==> src/rtl/core/rmf_pkg.sv <==
`timescale 1ns / 1ps

package rmf_pkg;

   typedef enum logic [1:0] {
      ST_IDLE,
      ST_SORT,
      ST_OUT
   } state_type;

   typedef struct packed {
      logic load;
      logic sort;
      logic phase;
   } cell_ctrl_type;

endpackage

==> src/rtl/core/rmf_cell.sv <==
`timescale 1ns / 1ps

module rmf_cell #(
   parameter int WINDOW      = 8,
   parameter int SAMPLE_BITS = 16,
   parameter int AGE_BITS    = 3,
   parameter int IDX         = 0
) (
   input  logic                          clock,
   input  logic                          reset,
   input  rmf_pkg::cell_ctrl_type        ctrl,
   input  logic signed [SAMPLE_BITS-1:0] sample,
   input  logic signed [SAMPLE_BITS-1:0] lo_value,
   input  logic        [AGE_BITS-1:0]    lo_age,
   input  logic signed [SAMPLE_BITS-1:0] hi_value,
   input  logic        [AGE_BITS-1:0]    hi_age,
   output logic signed [SAMPLE_BITS-1:0] value,
   output logic        [AGE_BITS-1:0]    age,
   output logic                          oldest
);

   localparam logic              PARITY   = 1'(IDX % 2);
   localparam logic              HAS_HI   = (IDX + 1 < WINDOW);
   localparam logic              HAS_LO   = (IDX > 0);
   localparam logic [AGE_BITS-1:0] AGE_MAX = AGE_BITS'(WINDOW - 1);
   localparam logic [AGE_BITS-1:0] AGE_RST = AGE_BITS'(IDX);

   logic signed [SAMPLE_BITS-1:0] value_ff, value_in;
   logic        [AGE_BITS-1:0]    age_ff, age_in;
   logic                          is_lower, is_upper;

   assign is_lower = HAS_HI && (ctrl.phase == PARITY);
   assign is_upper = HAS_LO && (ctrl.phase != PARITY);
   assign oldest   = (age_ff == AGE_MAX);

   always_comb begin
      value_in = value_ff;
      age_in   = age_ff;
      if (ctrl.load) begin
         if (oldest) begin
            value_in = sample;
            age_in   = '0;
         end else begin
            age_in = age_ff + AGE_BITS'(1);
         end
      end else if (ctrl.sort) begin
         if (is_lower && (value_ff > hi_value)) begin
            value_in = hi_value;
            age_in   = hi_age;
         end else if (is_upper && (lo_value > value_ff)) begin
            value_in = lo_value;
            age_in   = lo_age;
         end
      end
   end

   always_ff @(posedge clock) begin
      if (reset) begin
         value_ff <= '0;
         age_ff   <= AGE_RST;
      end else begin
         value_ff <= value_in;
         age_ff   <= age_in;
      end
   end

   assign value = value_ff;
   assign age   = age_ff;

endmodule

==> src/rtl/core/running_median_filter_top.sv <==
`timescale 1ns / 1ps

// Running median over the last WINDOW steering samples.
// A request on req_ carries one signed sample; the block answers each request
// with exactly one response on rsp_ carrying the median of the window after
// the new sample is inserted (the upper median for an even window).
// The window is held in a row of cells kept in ascending order. Each cell
// also keeps the age of its sample, so a new sample replaces the oldest one
// in place, and WINDOW odd-even transposition passes restore the order.
// A request is taken only while the block is idle. Once a request is
// accepted, the block runs the odd-even sort passes over the cell row and
// then presents the response; it takes no new request until that response
// has been taken, so only one sample is in the block at a time.
// While rsp_stall is high the response is held stable and no new request
// is accepted. Reset clears the window to zero, so the first medians count
// those zeros as samples, and leaves the block idle.

module running_median_filter_top #(
   parameter int WINDOW      = 8,
   parameter int SAMPLE_BITS = 16
) (
   input  logic                          clock,
   input  logic                          reset,
   input  logic                          req_valid,
   output logic                          req_stall,
   input  logic signed [SAMPLE_BITS-1:0] req_steer_sample,
   output logic                          rsp_valid,
   input  logic                          rsp_stall,
   output logic signed [SAMPLE_BITS-1:0] rsp_median_steer
);

   localparam int AGE_BITS = (WINDOW > 1) ? $clog2(WINDOW) : 1;
   localparam int CNT_BITS = (WINDOW > 1) ? $clog2(WINDOW) : 1;
   localparam logic [CNT_BITS-1:0] CNT_LAST = CNT_BITS'(WINDOW - 1);

   rmf_pkg::state_type     state_ff, state_in;
   logic [CNT_BITS-1:0]    cnt_ff, cnt_in;
   rmf_pkg::cell_ctrl_type ctrl;
   logic                   req_accept;

   logic signed [SAMPLE_BITS-1:0] cell_value [WINDOW];
   logic        [AGE_BITS-1:0]    cell_age [WINDOW];
   logic        [WINDOW-1:0]      cell_oldest;

   assign req_accept = req_valid && !req_stall;

   always_comb begin
      state_in = state_ff;
      cnt_in   = cnt_ff;
      unique case (state_ff)
         rmf_pkg::ST_IDLE: begin
            if (req_accept) begin
               state_in = rmf_pkg::ST_SORT;
               cnt_in   = '0;
            end
         end
         rmf_pkg::ST_SORT: begin
            if (cnt_ff == CNT_LAST) begin
               state_in = rmf_pkg::ST_OUT;
            end else begin
               cnt_in = cnt_ff + CNT_BITS'(1);
            end
         end
         rmf_pkg::ST_OUT: begin
            if (!rsp_stall) begin
               state_in = rmf_pkg::ST_IDLE;
            end
         end
         default: begin
            state_in = rmf_pkg::ST_IDLE;
         end
      endcase
   end

   always_comb begin
      req_stall  = 1'b1;
      rsp_valid  = 1'b0;
      ctrl.load  = 1'b0;
      ctrl.sort  = 1'b0;
      ctrl.phase = cnt_ff[0];
      unique case (state_ff)
         rmf_pkg::ST_IDLE: begin
            req_stall = 1'b0;
            ctrl.load = req_valid;
         end
         rmf_pkg::ST_SORT: begin
            ctrl.sort = 1'b1;
         end
         rmf_pkg::ST_OUT: begin
            rsp_valid = 1'b1;
         end
         default: begin
            req_stall = 1'b1;
         end
      endcase
   end

   always_ff @(posedge clock) begin
      if (reset) begin
         state_ff <= rmf_pkg::ST_IDLE;
         cnt_ff   <= '0;
      end else begin
         state_ff <= state_in;
         cnt_ff   <= cnt_in;
      end
   end

   for (genvar i = 0; i < WINDOW; i++) begin : g_cell
      logic signed [SAMPLE_BITS-1:0] lo_value, hi_value;
      logic        [AGE_BITS-1:0]    lo_age, hi_age;

      if (i > 0) begin : g_lo
         assign lo_value = cell_value[i-1];
         assign lo_age   = cell_age[i-1];
      end else begin : g_lo_edge
         assign lo_value = cell_value[i];
         assign lo_age   = cell_age[i];
      end

      if (i + 1 < WINDOW) begin : g_hi
         assign hi_value = cell_value[i+1];
         assign hi_age   = cell_age[i+1];
      end else begin : g_hi_edge
         assign hi_value = cell_value[i];
         assign hi_age   = cell_age[i];
      end

      rmf_cell #(
         .WINDOW      (WINDOW),
         .SAMPLE_BITS (SAMPLE_BITS),
         .AGE_BITS    (AGE_BITS),
         .IDX         (i)
      ) u_cell (
         .clock    (clock),
         .reset    (reset),
         .ctrl     (ctrl),
         .sample   (req_steer_sample),
         .lo_value (lo_value),
         .lo_age   (lo_age),
         .hi_value (hi_value),
         .hi_age   (hi_age),
         .value    (cell_value[i]),
         .age      (cell_age[i]),
         .oldest   (cell_oldest[i])
      );
   end

   assign rsp_median_steer = cell_value[WINDOW / 2];

   a_one_oldest: assert property (@(posedge clock) disable iff (reset)
      $onehot(cell_oldest))
      else $error("window must hold exactly one oldest sample");

   a_accept_starts_sort: assert property (@(posedge clock) disable iff (reset)
      req_accept |=> (state_ff == rmf_pkg::ST_SORT) && !rsp_valid)
      else $error("accepted request did not start the sort passes");

   a_busy_while_valid: assert property (@(posedge clock) disable iff (reset)
      rsp_valid |-> req_stall)
      else $error("request accepted while a response is pending");

   a_sort_window_stable: assert property (@(posedge clock) disable iff (reset)
      (state_ff == rmf_pkg::ST_OUT) && $past(state_ff == rmf_pkg::ST_OUT)
      |-> $stable(rsp_median_steer))
      else $error("cell row changed while the response was held");

endmodule

==> config.mk <==
export PLATFORM = sky130hd
export DESIGN_NAME = running_median_filter_top
export DESIGN_NICKNAME = d
export VERILOG_FILES = /design/src/rtl/core/rmf_pkg.sv /design/src/rtl/core/rmf_cell.sv /design/src/rtl/core/running_median_filter_top.sv
export SDC_FILE = /design/constraint.sdc
export NUM_CORES = 1
export LEC_CHECK = 0
export ABC_CLOCK_PERIOD_IN_PS = 3470
export BUFFER_PORTS_ARGS = -buffer_cell sky130_fd_sc_hd__buf_2
export CAP_MARGIN = 30
export CORE_UTILIZATION = 39
export CTS_CLUSTER_DIAMETER = 150
export DETAILED_ROUTE_END_ITERATION = 7
export GPL_ROUTABILITY_DRIVEN = 0
export PLACE_DENSITY = 0.51
export SLEW_MARGIN = 15
export SYNTH_ARGS = -nofsm -noshare
export SYNTH_HDL_FRONTEND = slang
export SYNTH_SLANG_ARGS = --single-unit
==> constraint.sdc <==
create_clock -name clock -period 3.47 [get_ports clock]
set_input_delay 0.347 -clock clock [delete_from_list [all_inputs] [get_ports clock]]
set_output_delay 0.347 -clock clock [all_outputs]
set_load 0.02 [all_outputs]
After elaboration in Yosys (flattened, before gate mapping) --
Cells that the tools add are included. W data, S select, Z words.
Operators by class: add/sub/neg operators 9, order comparisons 7, equality and inequality tests 23, muxes and demuxes 87, bitwise logic cells 1, reduce and logical (&&, ||, !) cells 37
Operators by type and width (number):
- $mux W16 | 38
- $mux W3 | 40
- $gt A16 B16 Y1 | 7
- $reduce_and A3 Y1 | 10
- $add A3 B1 Y3 const B | 9
- $eq A3 B3 Y1 const B | 9
- $reduce_bool A3 Y1 | 6
- $ne A2 B1 Y1 const B | 8
- $reduce_and A2 Y1 | 8
- $logic_and A1 B1 Y1 | 8
- $ne A2 B2 Y1 const B | 4
- $reduce_bool A2 Y1 | 4
- $mux W2 | 3
- $pmux W2 S3 | 1
- $pmux W3 S2 | 1
- $mux W1 | 4
- $eq A2 B1 Y1 const B | 1
- $eq A2 B2 Y1 const B | 1
- $logic_not A2 Y1 | 1
- $not A1 Y1 | 1
Storage, ports and cells: bits in registers 157, input port bits 20, output and inout bits 18, logic and storage cells 182

Logic depth before layout (Yosys ltp) --
depth after elaboration 6, depth in mapped cells 13, mapped depth without buffers 10

Hierarchy --
From an unflattened synthesis, not the netlist that was laid out.
Second synthesis, totals: cell total of the unflattened synthesis 1960, area total of the unflattened synthesis 16089.2 um^2
By module, submodules not included:
- rmf_cell (g_cell[3].u_cell ...) | instances 2, cells an instance 278, area an instance 2158.3 um^2, seq. area each 380.4 um^2
- rmf_cell (g_cell[6].u_cell) | instances 1, cells an instance 263, area an instance 2190.9 um^2, seq. area each 380.4 um^2
- rmf_cell (g_cell[4].u_cell) | instances 1, cells an instance 277, area an instance 2185.8 um^2, seq. area each 380.4 um^2
- rmf_cell (g_cell[1].u_cell) | instances 1, cells an instance 256, area an instance 2073.2 um^2, seq. area each 380.4 um^2
- rmf_cell (g_cell[2].u_cell) | instances 1, cells an instance 236, area an instance 1978.1 um^2, seq. area each 380.4 um^2
- rmf_cell (g_cell[7].u_cell) | instances 1, cells an instance 186, area an instance 1631.6 um^2, seq. area each 380.4 um^2
- rmf_cell (g_cell[0].u_cell) | instances 1, cells an instance 156, area an instance 1448.9 um^2, seq. area each 380.4 um^2
- running_median_filter_top | instances 1, cells an instance 30, area an instance 264.0 um^2, seq. area each 100.1 um^2

Least setup slack after synthesis --
Ideal clock, no wire load.
path type reg-to-reg, start point register g_cell[4].u_cell.value_ff[5], end point register g_cell[5].u_cell.age_ff[1], setup time 0.132 ns, arrival 2.672 ns, required time 3.338 ns, path slack 0.666 ns, stages on the path, launching flop included 11, path buffers 1, period minus slack after synthesis 2.804 ns, cell sequence dfxtp_1 ha_1 a211oi_1 o21ai_0 o21a_1 or4_1 and3_1 clkbuf_1 a22o_1 a221oi_1 nor3_1
Between the ends: longest elaborated chain between the ends 4
Ends and longest elaborated chain:
- from (decl) | RTL line rmf_cell.sv:28 | logic signed [SAMPLE_BITS-1:0] value_ff, value_in;
- from (signal assigned) | RTL line rmf_cell.sv:62 | value_ff <= value_in;
- $gt A16 B16 Y1 | RTL line rmf_cell.sv:50 | end else if (is_upper && (lo_value > value_ff)) begin
- $logic_and A1 B1 Y1 | RTL line rmf_cell.sv:50
- $reduce_bool A3 Y1 (no line)
- $reduce_and A2 Y1 (no line)
- to (signal assigned) | RTL line rmf_cell.sv:63 | age_ff <= age_in;
- to (decl) | RTL line rmf_cell.sv:29 | logic [AGE_BITS-1:0] age_ff, age_in;
Every way passes these cells. A chain may end at the register's enable or synchronous reset.

Worst setup path after layout --
start point register g_cell[6].u_cell.value_ff[15], end point register g_cell[5].u_cell.value_ff[14]
Between the ends: longest elaborated chain between the ends 5, elaborated cells on any way between the ends 7, classes of those cells order compare: 1; mux: 3; reduce/logical: 3
Ends and longest elaborated chain:
- from (decl) | RTL line rmf_cell.sv:28
- from (signal assigned) | RTL line rmf_cell.sv:62
- $gt A16 B16 Y1 (*) | RTL line rmf_cell.sv:47 | if (is_lower && (value_ff > hi_value)) begin
- $logic_and A1 B1 Y1 (*) | RTL line rmf_cell.sv:47
- $mux W16 | RTL line rmf_cell.sv:47
- $mux W16 | RTL line rmf_cell.sv:46 | end else if (ctrl.sort) begin
- $mux W16 | RTL line rmf_cell.sv:39 | if (ctrl.load) begin
- to (signal assigned) | RTL line rmf_cell.sv:62
- to (decl) | RTL line rmf_cell.sv:28
Mark *: on every way between the ends. The rest lies on a longest branch, timed or not. The select of a mux whose other input is x is not followed.

==> flow_metrics.py <==
metrics = {
    "sta": {
        "fin_skew_ns": 0.0150,
        "layout_min_cycle_time_ns": 3.32,
        "max_freq_ghz": 0.301,
        "worst_pin_slew_ns": 0.940,
        "setup_tns_ns": 0,
        "finalHoldViolCount": 0,
        "slew_headroom": 0.373,
        "rsz0062_at_grt": "false",
        "maxSlewViolCount": 0,
        "finalCritPeriodShare": 0.957,
        "finalSetupViolations": 0,
    },
    "floorplanning": {
        "coreArea_um2": 27900,
        "start_util": 0.399,
        "rows": 61,
        "dieArea_um2": 29200,
        "fp.dieH_um": 171,
        "die_x_um": 171,
        "boundaryPins": 38,
    },
    "synth": {
        "ys.flop_type": "dfxtp_1",
        "synth_top_area_share": 0.282,
        "synth_edf_count": 0,
        "netlist_top_cells_area": "dfxtp_1 28%, ha_1 15%, mux2i_1 8.5%, a21oi_1 5.8%, nand2_1 5.0%",
        "ys_ff_latch": 157,
        "yosys.area.top_type": "dfxtp_1",
        "synth_cell_type_count": 71,
        "yosysSeqAreaShare": 0.282,
        "async_flop_share": 0,
        "netlist_area_um2": 11100,
        "yosysWarnings": 0,
        "avgSynthCellArea_um2": 7.96,
        "syn_nets": 1548,
        "synthCells": 1398,
    },
    "cts": {
        "numCtsBuffers": 17,
        "cts.sinks": 157,
        "cts_resized": 0,
        "cts-root-buf": "clkbuf_16",
        "clk_pin_slew_ns": 0.08,
        "clockBufferDepth": 2,
        "htreeDepth": 4,
        "cts_tree": "yes",
        "clock_latency_ns": 0.45,
        "post_cts_buffers": 0,
        "holdBufCountCts": 0,
    },
    "status": {
        "outcome": "complete, no violations",
    },
    "cells_and_area": {
        "fin_nets": 1561,
        "layout-area-overhead-vs-synth_pct": 11.2,
        "drive_above_1_share": 0.0962,
        "final_cell_area_um2": 12400,
        "n_antenna_cell": 0,
    },
    "global_routing": {
        "grt_use_total": 0.258,
        "antenna_found_initial": 0,
        "grt_max_degree": 96,
        "first_global_vias": 9476,
        "grt_first_pass_wirelength_mm": 56.9,
        "grt-ovfl-total": 0,
    },
    "worst_setup_path": {
        "cp-start-kind": "flop",
        "crit_required_ns": 3.83,
        "arrival_ns": 3.68,
        "critPathKind": "reg2reg",
        "cp_max_fo": 21,
        "rr_worst_depth": 10,
        "critPathCaptureType": "flop",
    },
    "route": {
        "avgViaCountPerCell": 5.75,
        "wl_per_cell_um": 20.5,
        "via_count": 10363,
        "drc": 0,
        "drt-pass1-iter-count": 5,
        "drt-total-wl_mm": 36.9,
        "ant_nets": 0,
        "drt-initial-drc-count": 843,
    },
    "hold_path": {
        "hold_path_class": "in2reg",
        "hold_depth": 3,
    },
    "place": {
        "hpwl_mm": 28.0,
        "portBuffers": 37,
        "place_area_um2": 11800,
    },
    "job": {
        "max_cap_viol_count": 0,
    },
}
## layout make-up
| type | instances | area, um2 |
|---|---|---|
| fillers | 2904 | 15500 |
| multi-input cells | 1017 | 7100 |
| flip-flops and latches | 157 | 3140 |
| repair buffers | 82 | 576 |
| inverters | 136 | 510 |
| well taps | 378 | 473 |
| clock buffers | 19 | 453 |
| clock inverters | 13 | 133 |
## cell usage after synthesis, drive strengths merged (26+ instances only)
cell type and number:
dfxtp 157, nand2 148, inv 136, nor2 133
a21oi 130, ha 130, mux2i 96, o21ai 71
clkbuf 61, o32ai 32, buf 27, a211oi 26
nand3 26
## logic make-up (layout without fill, tap and decap cells)
| logic type | Yosys count | after routing | synth area share |
|---|---|---|---|
| AOI/OAI and AO/OA | 403 | 403 | 0.245 |
| and+or+nand+nor | 383 | 383 | 0.153 |
| DFF | 157 | 157 | 0.282 |
| buffers and inverters | 224 | 250 | 0.0828 |
| muxes | 101 | 101 | 0.0917 |
| adders and majority gates | 130 | 130 | 0.146 |
## worst max-delay path: stages, from the launching register on
cell     delay, ns
dfxtp_1       0.38
inv_1         0.10
ha_1          0.32
nand4_1       0.18
or4_1         0.66
a21oi_1       0.26
o41a_1        0.25
and2_4        0.37
o21ai_4       0.13
nand2_4       0.29
mux2i_1       0.27
## metrics by stage
step                worst slack (ns)  std cells  utilization  hold WS (ns)
finish                         0.150       1802        0.443         0.165
global route                  0.0376       1802        0.443         0.211
CTS                            0.171       1802        0.443         0.159
detailed placement             0.182       1770        0.422         0.488
global placement               0.177       1770        0.422         0.483
floorplan                      0.666       1398            -         0.453
## per-layer routing
layer / GRT usage / wire, um / vias up
li1: - / - / 5055
met1: 0.397 / 18800 / 4928
met5: 0 / 0 / -
met3: 0.0312 / 2290 / 30
met4: 0.0524 / 393 / 0
met2: 0.378 / 15500 / 350
## state kept, by name (all words and copies together) (netlist names)
register             count
cnt_ff                   3
g_cell.u_cell.age       24
g_cell.u_cell.value    128
state_ff                 2
## cell usage in the layout, fill, tap and decap left out, types with 13 or more instances in the layout
cell type and instances:
a211o_1 15, a211oi_1 25, a21oi_1 129, a221o_1 16, a311oi_1 18, buf_2 36
buf_4 42, clkbuf_16 17, dfxtp_1 157, ha_1 130, inv_1 136, mux2i_1 95
nand2_1 146, nand3_1 26, nand4_1 21, nor2_1 133, nor3_1 13, o21ai_0 50
o21ai_1 18, o32ai_1 32
## final timing paths
check,slack [ns],endpoint,startpoint
worst max-delay path,0.15,g_cell[5].u_cell.value[14],g_cell[6].u_cell.value[15]
worst min-delay path,0.16,state_ff[1],rsp_stall
worst max register to register,0.15,g_cell[5].u_cell.value[14],g_cell[6].u_cell.value[15]
worst min register to register,0.50,state_ff[0],state_ff[1]
Power is not shown: default switching activity piles up to over one toggle a cycle in this logic, so the estimate is an artifact.
